## src/hdl/utgb_pkg.sv

```systemverilog
// Shared types, constants and code point helpers for the UTF-16 text buffer.
// No dependencies.
`default_nettype none
package utgb_pkg;

  localparam int CAPACITY = 64;
  localparam int ADDR_W   = $clog2(CAPACITY);
  localparam int CNT_W    = $clog2(CAPACITY + 1);
  localparam int CP_W     = 21;

  localparam logic [1:0] MODE_APPEND = 2'd0;
  localparam logic [1:0] MODE_ERASE  = 2'd1;
  localparam logic [1:0] MODE_CLEAR  = 2'd2;
  localparam logic [1:0] MODE_READ   = 2'd3;

  localparam logic [CP_W-1:0] ZWJ_CP = 21'h0200D;

  typedef struct packed {
    logic [1:0]  mode;
    logic [15:0] code_unit;
    logic [7:0]  erase_count;
    logic [5:0]  read_index;
  } cmd_t;

  typedef struct packed {
    logic        accepted;
    logic [6:0]  text_length;
    logic        was_truncated;
    logic [15:0] read_unit;
  } rsp_t;

  function automatic logic is_high(input logic [15:0] u);
    return (u >= 16'hD800) && (u <= 16'hDBFF);
  endfunction

  function automatic logic is_low(input logic [15:0] u);
    return (u >= 16'hDC00) && (u <= 16'hDFFF);
  endfunction

  function automatic logic [CP_W-1:0] pair_cp(input logic [15:0] hi, input logic [15:0] lo);
    return {1'b0, hi[9:0], lo[9:0]} + 21'h10000;
  endfunction

  function automatic logic is_ri(input logic [CP_W-1:0] c);
    return (c >= 21'h1F1E6) && (c <= 21'h1F1FF);
  endfunction

  function automatic logic is_ext(input logic [CP_W-1:0] c);
    return ((c >= 21'h00300) && (c <= 21'h0036F)) || ((c >= 21'h01AB0) && (c <= 21'h01AFF)) ||
           ((c >= 21'h01DC0) && (c <= 21'h01DFF)) || ((c >= 21'h020D0) && (c <= 21'h020FF)) ||
           ((c >= 21'h0FE00) && (c <= 21'h0FE0F)) || ((c >= 21'h0FE20) && (c <= 21'h0FE2F)) ||
           ((c >= 21'h1F3FB) && (c <= 21'h1F3FF)) || ((c >= 21'hE0020) && (c <= 21'hE007F)) ||
           ((c >= 21'hE0100) && (c <= 21'hE01EF));
  endfunction

  // Map a logical position to a ring address; sum stays below twice the depth.
  function automatic logic [ADDR_W-1:0] ring_addr(input logic [ADDR_W-1:0] base,
                                                  input logic [CNT_W-1:0] off);
    logic [CNT_W:0] sum;
    sum = {{(CNT_W+1-ADDR_W){1'b0}}, base} + {1'b0, off};
    if (sum >= (CNT_W+1)'(CAPACITY)) sum = sum - (CNT_W+1)'(CAPACITY);
    return sum[ADDR_W-1:0];
  endfunction

endpackage
`default_nettype wire

```

## src/hdl/utf16_grapheme_bounded_text_buffer_core.sv

```systemverilog
// Bounded UTF-16 text buffer: controller plus ring-addressed unit RAM.
// Depends on utgb_pkg and utgb_ram.
//
// Usage: drive cmd and raise start; the beat is taken at an edge where busy
// is low. One response beat follows, shown on rsp for one cycle with done
// high; the receiver cannot hold it off and must take it then.
// Clear finishes straight from idle. A read waits in S_RD_WAIT and an erase
// checks the new last unit in S_ER_LAST, unless the read index is at or beyond
// the length or the erase leaves the buffer empty. Append checks the last unit
// in S_APP_LAST, then finishes there or writes from S_FIT if no eviction is needed.
// An eviction scans the leading grapheme through the single RAM read port,
// fetching units through S_FETCH, S_U1 and S_U2 and then dropping in S_DROP.
// Eviction itself is a head pointer move, so the store never shifts.
// Synchronous reset empties the buffer and clears the truncation flag; the
// RAM contents stay as they are and are never read before being written.
`default_nettype none
module utf16_grapheme_bounded_text_buffer_core import utgb_pkg::*; (
  input  wire logic clk,
  input  wire logic rst,
  input  wire logic start,
  output logic      busy,
  input  wire cmd_t cmd,
  output logic      done,
  output rsp_t      rsp
);
  typedef enum logic [3:0] {
    S_IDLE, S_APP_LAST, S_FIT, S_FETCH, S_U1, S_U2, S_DROP, S_ER_LAST, S_RD_WAIT
  } state_t;
  typedef enum logic [1:0] {PH_FIRST, PH_RI2, PH_EXT, PH_ZWJ} phase_t;

  state_t state, state_next;
  phase_t phase, phase_next;
  cmd_t              cq, cq_next;
  logic [CNT_W-1:0]  n, n_next, pos, pos_next;
  logic [ADDR_W-1:0] head, head_next;
  logic              flag, flag_next;
  logic [15:0]       unit_a, unit_a_next;
  logic              done_next;
  rsp_t              rsp_next;

  logic              rd_en, wr_en;
  logic [CNT_W-1:0]  rd_lidx;
  logic [15:0]       rdata;

  utgb_ram #(.DEPTH(CAPACITY), .WIDTH(16)) u_ram (
    .clk(clk), .we(wr_en), .waddr(ring_addr(head, n)), .wdata(cq.code_unit),
    .re(rd_en), .raddr(ring_addr(head, rd_lidx)), .rdata(rdata)
  );

  assign busy = (state != S_IDLE);

  always_comb begin
    logic finish, acc, eval;
    logic [15:0] rd;
    logic [CP_W-1:0] cp;
    logic [CNT_W-1:0] len, adv, d, nn;
    logic hi, lo, need;
    state_next  = state;
    phase_next  = phase;
    cq_next     = cq;
    n_next      = n;
    pos_next    = pos;
    head_next   = head;
    flag_next   = flag;
    unit_a_next = unit_a;
    done_next   = 1'b0;
    rsp_next    = rsp;
    rd_en = 1'b0; wr_en = 1'b0; rd_lidx = '0;
    finish = 1'b0; acc = 1'b0; rd = '0; eval = 1'b0;
    cp = '0; len = '0; d = '0; nn = '0;
    hi = is_high(cq.code_unit);
    lo = is_low(cq.code_unit);
    need = hi ? ({1'b0, n} + (CNT_W+1)'(2) > (CNT_W+1)'(CAPACITY))
              : (n >= CNT_W'(CAPACITY));
    case (state)
      S_IDLE: begin
        if (start) begin
          cq_next = cmd;
          case (cmd.mode)
            MODE_APPEND: begin
              rd_en = (n != '0);
              rd_lidx = n - CNT_W'(1);
              state_next = S_APP_LAST;
            end
            MODE_ERASE: begin
              if (cmd.erase_count >= {{(8-CNT_W){1'b0}}, n}) begin
                n_next = '0; flag_next = 1'b0; finish = 1'b1;
              end else begin
                nn = n - cmd.erase_count[CNT_W-1:0];
                n_next = nn;
                if (nn != '0) begin
                  rd_en = 1'b1; rd_lidx = nn - CNT_W'(1); state_next = S_ER_LAST;
                end else begin
                  finish = 1'b1;
                end
              end
            end
            MODE_CLEAR: begin
              n_next = '0; flag_next = 1'b0; finish = 1'b1;
            end
            default: begin
              if ({1'b0, cmd.read_index} < n) begin
                rd_en = 1'b1; rd_lidx = {1'b0, cmd.read_index}; state_next = S_RD_WAIT;
              end else begin
                finish = 1'b1;
              end
            end
          endcase
        end
      end
      S_APP_LAST: begin
        if (n != '0 && is_high(rdata)) begin
          if (lo && n < CNT_W'(CAPACITY)) begin
            wr_en = 1'b1; n_next = n + CNT_W'(1); acc = 1'b1; finish = 1'b1;
          end else begin
            n_next = n - CNT_W'(1); flag_next = 1'b1;
            if (lo) finish = 1'b1;
            else state_next = S_FIT;
          end
        end else if (lo) begin
          flag_next = 1'b1; finish = 1'b1;
        end else begin
          state_next = S_FIT;
        end
      end
      S_FIT: begin
        if (need) begin
          pos_next = '0; phase_next = PH_FIRST; state_next = S_FETCH;
        end else if (n >= CNT_W'(CAPACITY)) begin
          finish = 1'b1;
        end else begin
          wr_en = 1'b1; n_next = n + CNT_W'(1); acc = 1'b1; finish = 1'b1;
        end
      end
      S_FETCH: begin
        if (pos >= n) begin
          state_next = S_DROP;
        end else begin
          rd_en = 1'b1; rd_lidx = pos; state_next = S_U1;
        end
      end
      S_U1: begin
        unit_a_next = rdata;
        if (is_high(rdata) && (pos + CNT_W'(1) < n)) begin
          rd_en = 1'b1; rd_lidx = pos + CNT_W'(1); state_next = S_U2;
        end else begin
          cp = {5'd0, rdata}; len = CNT_W'(1); eval = 1'b1;
        end
      end
      S_U2: begin
        eval = 1'b1;
        if (is_low(rdata)) begin
          cp = pair_cp(unit_a, rdata); len = CNT_W'(2);
        end else begin
          cp = {5'd0, unit_a}; len = CNT_W'(1);
        end
      end
      S_DROP: begin
        d = pos;
        if (hi && pos == '0) begin
          flag_next = 1'b1; finish = 1'b1;
        end else begin
          if (pos == '0) d = n;
          head_next = ring_addr(head, d);
          n_next = n - d; flag_next = 1'b1; state_next = S_FIT;
        end
      end
      S_ER_LAST: begin
        if (is_high(rdata)) n_next = n - CNT_W'(1);
        finish = 1'b1;
      end
      S_RD_WAIT: begin
        rd = rdata; finish = 1'b1;
      end
      default: state_next = S_IDLE;
    endcase

    // Classify the fetched code point for the leading-cluster scan.
    adv = pos + len;
    if (eval) begin
      state_next = S_FETCH;
      case (phase)
        PH_FIRST: begin
          pos_next = adv; phase_next = is_ri(cp) ? PH_RI2 : PH_EXT;
        end
        PH_RI2: begin
          if (is_ri(cp)) pos_next = adv;
          phase_next = PH_EXT;
        end
        PH_EXT: begin
          if (is_ext(cp)) begin
            pos_next = adv;
          end else if (cp == ZWJ_CP && adv < n) begin
            pos_next = adv; phase_next = PH_ZWJ;
          end else begin
            state_next = S_DROP;
          end
        end
        default: begin
          pos_next = adv; phase_next = PH_EXT;
        end
      endcase
    end

    if (finish) begin
      state_next = S_IDLE;
      done_next = 1'b1;
      rsp_next.accepted = acc;
      rsp_next.text_length = 7'(n_next);
      rsp_next.was_truncated = flag_next;
      rsp_next.read_unit = rd;
    end
  end

  always_ff @(posedge clk) begin
    if (rst) begin
      state <= S_IDLE;
      phase <= PH_FIRST;
      n     <= '0;
      head  <= '0;
      flag  <= 1'b0;
      done  <= 1'b0;
    end else begin
      state <= state_next;
      phase <= phase_next;
      n     <= n_next;
      head  <= head_next;
      flag  <= flag_next;
      done  <= done_next;
    end
    cq     <= cq_next;
    pos    <= pos_next;
    unit_a <= unit_a_next;
    rsp    <= rsp_next;
  end
endmodule
`default_nettype wire

```

## src/hdl/utgb_ram.sv

```systemverilog
// Simple dual-port RAM, one write and one registered read port.
// No dependencies.
`default_nettype none
module utgb_ram #(
  parameter int DEPTH = 64,
  parameter int WIDTH = 16
) (
  input  wire logic                     clk,
  input  wire logic                     we,
  input  wire logic [$clog2(DEPTH)-1:0] waddr,
  input  wire logic [WIDTH-1:0]         wdata,
  input  wire logic                     re,
  input  wire logic [$clog2(DEPTH)-1:0] raddr,
  output logic      [WIDTH-1:0]         rdata
);
  logic [WIDTH-1:0] mem [DEPTH];

  always_ff @(posedge clk) begin
    if (we) mem[waddr] <= wdata;
  end

  always_ff @(posedge clk) begin
    if (re) rdata <= mem[raddr];
  end
endmodule
`default_nettype wire

```

## config.mk

```make
export PLATFORM = sky130hd
export DESIGN_NAME = utf16_grapheme_bounded_text_buffer_core
export DESIGN_NICKNAME = d
export VERILOG_FILES = /design/src/hdl/utgb_pkg.sv /design/src/hdl/utf16_grapheme_bounded_text_buffer_core.sv /design/src/hdl/utgb_ram.sv
export SDC_FILE = /design/constraint.sdc
export NUM_CORES = 1
export LEC_CHECK = 0
export BUFFER_PORTS_ARGS = -buffer_cell sky130_fd_sc_hd__buf_2
export CORE_MARGIN = 4
export CORE_UTILIZATION = 35
export CTS_BUF_LIST = sky130_fd_sc_hd__clkbuf_8 sky130_fd_sc_hd__clkbuf_16
export CTS_CLUSTER_DIAMETER = 80
export DETAILED_ROUTE_END_ITERATION = 6
export SYNTH_ARGS = -nofsm -noshare
export SYNTH_HDL_FRONTEND = slang
export SYNTH_SLANG_ARGS = --single-unit
```

## constraint.sdc

```tcl
create_clock -name clk -period 17.5 [get_ports clk]
set_input_delay 3.5 -clock clk [delete_from_list [all_inputs] [get_ports clk]]
set_output_delay 3.5 -clock clk [all_outputs]
set_load 0.02 [all_outputs]
```

Word level (Yosys, flattened, before mapping)
Memories as Yosys holds them, arrays and structs flattened. A register that Yosys moved wholly into a read port is not among the register bits.
Cells that the tools add are included.
{"block": "word_totals", "ff_bits": 85, "ram_bits": 1024, "inputBits": 35, "out_inout_bits": 27, "mem_count": 1}
{"name": "u_ram.mem", "words": 64, "word_bits": 16, "rd": 1, "rd_ports_with_merged_regs": 1, "write_ports": 1, "line_no": "utgb_ram.sv:16", "rtl": "logic [WIDTH-1:0] mem [DEPTH];"}
{"block": "classes", "n_addsub": 15, "order_cmp": 39, "eq_ne": 23, "n_mux": 98, "bitwise_logic": 1, "reduce_logical": 40}
{"operator": "$mux W7", "count": 22}
{"operator": "$ge A16 B16 Y1 const B", "count": 4}
{"operator": "$le A16 B16 Y1 const B", "count": 4}
{"operator": "$mux W4", "count": 11}
{"operator": "$ge A21 B13 Y1 const B", "count": 2}
{"operator": "$ge A21 B16 Y1 const B", "count": 2}
{"operator": "$ge A21 B17 Y1 const B", "count": 2}
{"operator": "$ge A21 B20 Y1 const B", "count": 2}
{"operator": "$le A21 B13 Y1 const B", "count": 2}
{"operator": "$le A21 B16 Y1 const B", "count": 2}
{"operator": "$le A21 B17 Y1 const B", "count": 2}
{"operator": "$le A21 B20 Y1 const B", "count": 2}
{"operator": "$pmux W21 S2", "count": 1}
{"operator": "$pmux W7 S3", "count": 2}
{"operator": "$pmux W7 S5", "count": 1}
{"operator": "$mux W1", "count": 30}
{"operator": "$pmux W4 S7", "count": 1}
{"operator": "$pmux W7 S2", "count": 2}
{"operator": "$add A6 B7 Y8", "count": 3}
{"operator": "$ge A8 B7 Y1 const B", "count": 3}
{"operator": "$mux W6", "count": 4}
{"operator": "$add A20 B17 Y21 const B", "count": 1}
{"operator": "$eq A21 B14 Y1 const B", "count": 1}
{"operator": "$ge A21 B10 Y1 const B", "count": 1}
{"operator": "other kinds (47)", "count": 109}

Longest topological paths before layout
Gate-level depths: netlist of run 1.
{"block": "logic_depth", "word_depth": 18, "ltp_mapped": 29, "depth_no_buf": 25}

Modules after synthesis
Synthesis of run 1 repeated with hierarchy kept, for this count alone.
{"block": "hier_totals", "cells_unflattened": 2866, "hier_area_um2": 48848.1}
{"mod": "utgb_ram", "instances": 1, "cells_each": 1820, "area_each_um2": 40138.5}
{"mod": "utf16_grapheme_bounded_text_buffer_core", "instances": 1, "cells_each": 1046, "area_each_um2": 8709.6}

Worst setup path after synthesis of run 1
OpenSTA, ideal clock, no wires.
{"block": "synth_timing", "path_kind": "input-to-reg", "startpoint": "input port cmd[6] (netlist bit)", "endpoint": "register u_ram.rdata[0] (read register of u_ram.mem), data pin", "t_arrival_ns": 8.290, "required_ns": 17.227, "path_slack_ns": 8.937, "path_stages": 21, "path_buffers": 3, "path_cell_list": "ha_1 -> inv_1 -> fa_1 -> a21o_1 -> a21oi_1 -> xnor2_1 -> nand4bb_1 -> a211oi_1 -> nor3_1 -> a22oi_1 -> nor2_1 -> a21oi_1 -> o221ai_1 -> ha_1 -> clkbuf_1 -> clkbuf_1 -> buf_1 -> mux4_2 -> mux4_2 -> mux2i_1 -> mux2i_1"}
{"block": "synth_between", "elab_chain_len": 10, "elab_cells_between_ends": 18}
{"item": "from (decl)", "line_no": "utf16_grapheme_bounded_text_buffer_core.sv:22", "rtl": "input wire cmd_t cmd,"}
{"item": "$sub A7 B7 Y7", "line_no": "utf16_grapheme_bounded_text_buffer_core.sv:89", "rtl": "nn = n - cmd.erase_count[CNT_W-1:0];"}
{"item": "$sub A7 B1 Y7 / $reduce_bool A7 Y1 (equally long branches)", "line_no": "utf16_grapheme_bounded_text_buffer_core.sv:92, utf16_grapheme_bounded_text_buffer_core.sv:91"}
{"item": "$mux W7", "line_no": "utf16_grapheme_bounded_text_buffer_core.sv:91", "rtl": "if (nn != '0) begin"}
{"item": "$mux W7", "line_no": "utf16_grapheme_bounded_text_buffer_core.sv:86", "rtl": "if (cmd.erase_count >= {{(8-CNT_W){1'b0}}, n}) begin"}
{"item": "$pmux W7 S3", "line_no": "utf16_grapheme_bounded_text_buffer_core.sv:79", "rtl": "case (cmd.mode)"}
{"item": "$mux W7", "line_no": "utf16_grapheme_bounded_text_buffer_core.sv:77", "rtl": "if (start) begin"}
{"item": "$pmux W7 S3", "line_no": "utf16_grapheme_bounded_text_buffer_core.sv:75", "rtl": "case (state)"}
{"item": "$add A6 B7 Y8", "line_no": "utgb_pkg.sv:60", "rtl": "sum = {{(CNT_W+1-ADDR_W){1'b0}}, base} + {1'b0, off};"}
{"item": "$ge A8 B7 Y1 / $sub A6 B1 Y6 (equally long branches)", "line_no": "utgb_pkg.sv:61", "rtl": "if (sum >= (CNT_W+1)'(CAPACITY)) sum = sum - (CNT_W+1)'(CAPACITY);"}
{"item": "$mux W6", "line_no": "utgb_pkg.sv:61"}
{"item": "to (decl)", "line_no": "utgb_ram.sv:14", "rtl": "output logic [WIDTH-1:0] rdata"}
Several ways; a longest one is shown, not always the timed one.
A chain may end at the register's enable or synchronous reset.

Final worst setup path of run 1
{"block": "layout_timing", "startpoint": "input port cmd[6] (netlist bit)", "endpoint": "register u_ram.rdata[3] (read register of u_ram.mem), data pin"}
The elaborated chain is that of the path after synthesis.

==> results.cfg, run 1 <==
[pwr]
p_int_w = 0.005070
p_leak_nw = 16.98
power.share.clock_pct = 31.7
power_switching_share_pct = 28.61
p_switching_w = 0.002032
finalPower_w = 0.007103
pwr-share-seq_pct = 46.7
ir_worst_vdd_mv = 0.08588
power.density_nw_per_um2 = 131.3
p_comb_share_pct = 21.5

[sta]
tightest_slew_ns = 1.124
drv_slew = 0
clock_skew_ns = 0.02748
slew_headroom_pct = 25.08
setup-violations-final = 0
hold_viol = 0
layout_worst_path_cycle_share_pct = 58.58
rsz0062_at_grt = no
fmax_ghz = 0.09754
setup_tns_ns = 0
min_period_ns = 10.25

[floorplan]
die_y_um = 377.3
die_w_um = 377.3
ios = 62
rows = 135
die-area_um2 = 142400
start_util_pct = 35.24
core_um2 = 135500

[setup_path]
crit_type = in2reg
worstSetupEndpoint = u_ram.rdata[3]
crit_start = cmd[6]
crit_fanout = 71
r2r-end = u_ram.rdata[3]
reg2regPathDepth = 22
r2r_setup_slack_ns = 9.31
required_ns = 17.87
cp-end-kind = flop
r2r_start = n[0]
start_kind = input pin
arrival_ns = 10.63

[detailed_routing]
wl_per_cell_um = 27.27
vias = 25490
drc = 0
drt-vias-per-instance = 5.591
drt_pre_antenna_iters = 5
dr.first_iter.drc_count = 2946
ant_nets = 0
drt_wl_total_um = 124300

[yosys]
ys_types = 90
synth_compound_area_share_pct = 4.600
async_flop_share_pct = 0
synth_top_family_by_area = multiplexers
ys.flop_type = edfxtp_1
synth_area_um2 = 47730
synth_edf_count = 1097
synth.most_common_cell = edfxtp_1
ys_top_cells_by_area = edfxtp_1, mux4_2, ha_1
synth.largest_area_cell = edfxtp_1
synth_seq_area_share_pct = 70.19
ys_seq_elements = 1125
synth_fa_ha_area_share_pct = 2.349
synth_area_per_cell_um2 = 18.79
synth_cells = 2541
synth_commonest_cells = edfxtp_1, mux4_2, nor2_1, clkbuf_1, a21oi_1
synth-xor-area-share_pct = 0.9148
synthesis.nets = 2662
synthMuxAreaShare_pct = 16.34
synth_top_area_share_pct = 69.01
yosys_warnings = 0
yosys.area_share.simple_pct = 4.126

[clock_tree]
cts_max_path_buffers = 3
cts.htree.levels = 3
cts_hold_buf = 0
cts.sinks = 1125
cts_buffers = 111
cts-root-buf = clkbuf_16
cts_tree = built
post_cts_resized = 0
clkTransAtPathRegs_ns = 0.06
postCtsSetupBuffers = 0
clk_latency_ns = 0.69

[grt]
grt_pass1_vias = 26040
grt_max_degree = 147
grt_pass1_wl_um = 181600
antenna_found_initial = 3
overflow = 0
grt_usage_pct = 17.37

[cells_and_area]
fin_util_pct = 39.93
syn2layout_area_growth_pct = 13.33
stdcell_count = 4558
antenna_cells = 0
nets = 2814
drive_above_1_share_pct = 24.31
fill_cells = 12010

[flow_run]
cap_violations = 0

[hold_path]
hp-class = reg2reg

[placement]
placed_cells = 4361
hpwl_um = 72850
gp_congestion = 0.8706
io_buffers = 61

[outcome]
outcome = completed
## worst min path at each step
stage                         start         end  slack, ns  cells after the start
floorplan           u_ram.rdata[10]  unit_a[10]       0.42                      0
global placement            head[4]     head[4]       0.51                      2
detailed placement          head[4]     head[4]       0.52                      2
CTS                         head[4]     head[4]       0.53                      2
global route                head[4]     head[4]       0.55                      2
finish                      head[4]     head[4]       0.54                      2
## through the flow
step                      setup WS [ns]  cell area (um^2)  hold slack, ns
after detailed placement          6.535             50660          0.5223
after floorplan                   8.937             47730          0.4206
after CTS                         7.252             54090          0.5328
after global placement            6.598             50660          0.5099
final                             7.248             54090          0.5384
after global routing              6.966             54090          0.5508
## logic make-up (layout without fill, tap and decap cells)
kind of cell	after synthesis	count (layout)
flip-flops	1125	1125
AND/OR/NAND/NOR	394	394
multiplexers	378	378
AO/OA/AOI/OAI	327	327
buffers and inverters	182	418
adder cells (fa/ha/maj)	86	86
XOR/XNOR	49	49
## power by group through the flow
stage / Combinational, W / Clock, W / Sequential (W)
finish: 0.00153 / 0.00225 / 0.00332
global route: 0.00166 / 0.00243 / 0.00332
CTS: 0.00156 / 0.00231 / 0.00332
detailed placement: 0.00155 / 0 / 0.00337
global placement: 0.00151 / 0 / 0.00337
floorplan: 0.000915 / 0 / 0.00345
## placed cells by master, fill, tap and decap left out, types with 14 or more instances in the layout
master / n
o21ai_0: 54
nand2_1: 78
a21o_1: 33
nor2_1: 120
edfxtp_1: 1097
xor2_1: 14
clkinv_2: 17
buf_2: 61
ha_1: 79
clkbuf_16: 113
o22ai_1: 17
xnor2_1: 31
dfxtp_1: 28
clkinv_1: 31
mux2i_1: 53
a21oi_1: 86
nor2b_1: 21
and2_1: 28
a211oi_1: 21
buf_4: 100
inv_1: 73
nor3_1: 25
mux4_2: 320
nand3_1: 36
## flip-flops by register name, summed over array words and instances (netlist names)
register / cells
done: 1
u_ram.rdata: 16
pos: 7
head: 6
phase: 2
cq: 16
rsp: 25
flag: 1
n: 7
u_ram.mem: 1024
unit_a: 16
state: 4
## critical path, cell delays in order
cell       delay [ns]
buf_2            0.09
ha_1             0.18
inv_1            0.06
fa_1             0.40
a21o_1           0.18
a21oi_1          0.24
xnor2_1          0.19
nand4bb_1        0.22
a211oi_1         0.40
nor3_1           0.21
a22oi_1          0.21
nor2_1           0.07
a21oi_1          0.15
o221ai_1         0.19
ha_4             0.22
fa_4             1.27
buf_4            0.92
mux4_2           0.44
mux4_2           0.52
mux2i_1          0.59
mux2i_1          0.20
## area by class of cell
type | count | area (um^2) | share of cell area, %
Clock inverter | 84 | 609.3 | 1.126
Clock buffer | 113 | 2828 | 5.227
Timing Repair Buffer | 164 | 1116 | 2.063
Sequential cell | 1125 | 33500 | 61.93
Inverter | 57 | 214.0 | 0.3955
Multi-Input combinational cell | 1234 | 13600 | 25.14
Tap cell | 1781 | 2228 | 4.119
## per-layer routing
| layer | vias up | GRT usage, % | part of all wire (%) | wire (um) |
|---|---|---|---|---|
| met2 | 1045 | 29.79 | 51 | 62800 |
| met3 | 159 | 2.434 | 6.7 | 8278 |
| met5 | - | 0 | 0 | 0 |
| met4 | 0 | 4.038 | 1.9 | 2331 |
| li1 | 10760 | - | - | - |
| met1 | 13530 | 23.58 | 41 | 50880 |
No activity file was read; power rests on OpenSTA's default activity.
==> run 2, diff against run 1 <==
- clock period: 17.5 -> 10.4 ns (I/O delays scaled with it)
==> run 2 against run 1 <==
  * Critical path depth grew 1
  * Sequential share of layout area down 0.37 points
  * Non-clock buffer count rose by 3
  * Via count increased by 0.62%
  * Flip-flop and latch count did not move
  * Power increased by 71%
  * Global-route usage grew 0.080 points
  * Cell area increased by 0.61%
  * Register-to-register slack got worse by 6.5 ns
==> results.cfg, run 2 (synthesized netlist as in run 1, its figures left out) <==
[clock_tree]
postCtsSetupBuffers = 0
cts_max_path_buffers = 3
cts-root-buf = clkbuf_16
post_cts_resized = 0
cts_hold_buf = 0
cts_tree = built
cts.sinks = 1125
cts_buffers = 114
clk_latency_ns = 0.71
clkTransAtPathRegs_ns = 0.06
cts.htree.levels = 3

[pwr]
p_switching_w = 0.003480
p_comb_share_pct = 21.3
p_int_w = 0.008647
power.density_nw_per_um2 = 222.8
power_switching_share_pct = 28.69
pwr-share-seq_pct = 46.0
finalPower_w = 0.01213
p_leak_nw = 17.13
power.share.clock_pct = 32.7
ir_worst_vdd_mv = 0.1896

[sta]
drv_slew = 0
tightest_slew_ns = 1.153
min_period_ns = 8.279
rsz0062_at_grt = no
setup_tns_ns = 0
fmax_ghz = 0.1208
clock_skew_ns = 0.06916
setup-violations-final = 0
hold_viol = 0
layout_worst_path_cycle_share_pct = 79.60
slew_headroom_pct = 22.83

[cells_and_area]
drive_above_1_share_pct = 24.66
fin_util_pct = 40.17
layout_common_cells = edfxtp_1, mux4_2, nor2_1, clkbuf_16, buf_4
fill_cells = 11930
reg_top3 = u_ram.mem (1024), rsp (25)
stdcell_count = 4580
nets = 2820
top_register = u_ram.mem
largest_register_ffs = 1024
syn2layout_area_growth_pct = 14.01
final_common_cell = edfxtp_1

[setup_path]
cp-end-kind = flop
crit_slowest_cell = fa_4
required_ns = 10.81
start_kind = input pin
crit_start = cmd[6]
path_cells = buf_2, ha_1, inv_1, fa_1, a21o_1, a21oi_1, xnor2_1, nand4bb_1, a211oi_1, nor3_1, a22oi_1, nor2_1, a21oi_1, o221ai_1, ha_4, fa_4, buf_12, buf_12, mux4_2, mux4_2, mux2i_1, mux2i_1
path_buf_inv = 4
r2r_start = n[0]
crit_fanout = 45
crit_type = in2reg
arrival_ns = 8.69
path_delay_family = adder cells
critPathMaxStageDelay_ns = 1.32

[outcome]
outcome = completed

[floorplan]
ios = 62
die_w_um = 377.3
core_um2 = 135500
rows = 135
start_util_pct = 35.24
die_y_um = 377.3
die-area_um2 = 142400

[hold_path]
min_from = head[4]
hp-class = reg2reg

[detailed_routing]
dr.first_iter.drc_count = 3226
drt-vias-per-instance = 5.599
vias = 25640
ant_nets = 0
drt_wl_total_um = 124900
drt_pre_antenna_iters = 5
wl_per_cell_um = 27.26
drc = 0

[grt]
grt_max_degree = 101
antenna_found_initial = 1
grt_usage_pct = 17.45
overflow = 0
grt_pass1_vias = 26250
grt_pass1_wl_um = 182400

[placement]
placed_cells = 4364
hpwl_um = 73240
gp_congestion = 0.8929
io_buffers = 61

[flow_run]
cap_violations = 0
## run 2: worst min-delay path: stages, from the launching register on
cell and delay [ns]:
dfxtp_1 0.34, nand2_1 0.07, a21oi_1 0.05
## run 2: stage by stage
step,hold slack [ns],setup slack [ns],area [um^2]
2_1_floorplan,0.4206,3.257,47730
3_3_place_gp,0.5071,1.314,50750
3_5_place_dp,0.4986,1.305,50750
4_1_cts,0.5109,2.037,54420
5_1_grt,0.5407,1.807,54420
6_report,0.5118,2.121,54420
## run 2: per-layer routing
metal / share of wire (%) / GRT usage [%] / up-vias
li1: - / - / 10790
met1: 40 / 23.42 / 13590
met2: 50 / 29.69 / 1056
met3: 6.6 / 2.644 / 211
met4: 2.5 / 4.856 / 0
met5: 0 / 0 / -
## run 2: path summary, 6_finish.rpt
kind,endpoint,slack (ns),cells after the start
worst max-delay path,u_ram.rdata[11],2.12,22
worst min-delay path,head[4],0.51,2
worst max register to register,u_ram.rdata[11],2.79,23
worst min register to register,head[4],0.51,2
## run 2: area by class of cell
| class | count | area (um^2) | area share, % |
|---|---|---|---|
| tap | 1781 | 2228 | 4.095 |
| inverter | 57 | 214.0 | 0.3931 |
| antenna | 1 | 2.502 | 0.004598 |
| multi-input combinational | 1234 | 13600 | 24.98 |
| clock buffer | 115 | 2878 | 5.288 |
| clock inverter | 100 | 787.0 | 1.446 |
| timing repair buffer | 167 | 1214 | 2.230 |
| sequential | 1125 | 33500 | 61.56 |
## run 2: power by group through the flow
stage	clock network, W	registers, W	logic (W)
after CTS	0.00405	0.00558	0.00261
after floorplan	0	0.00580	0.00154
final	0.00396	0.00558	0.00258
after global routing	0.00424	0.00560	0.00278
after detailed placement	0	0.00568	0.00260
after global placement	0	0.00568	0.00254
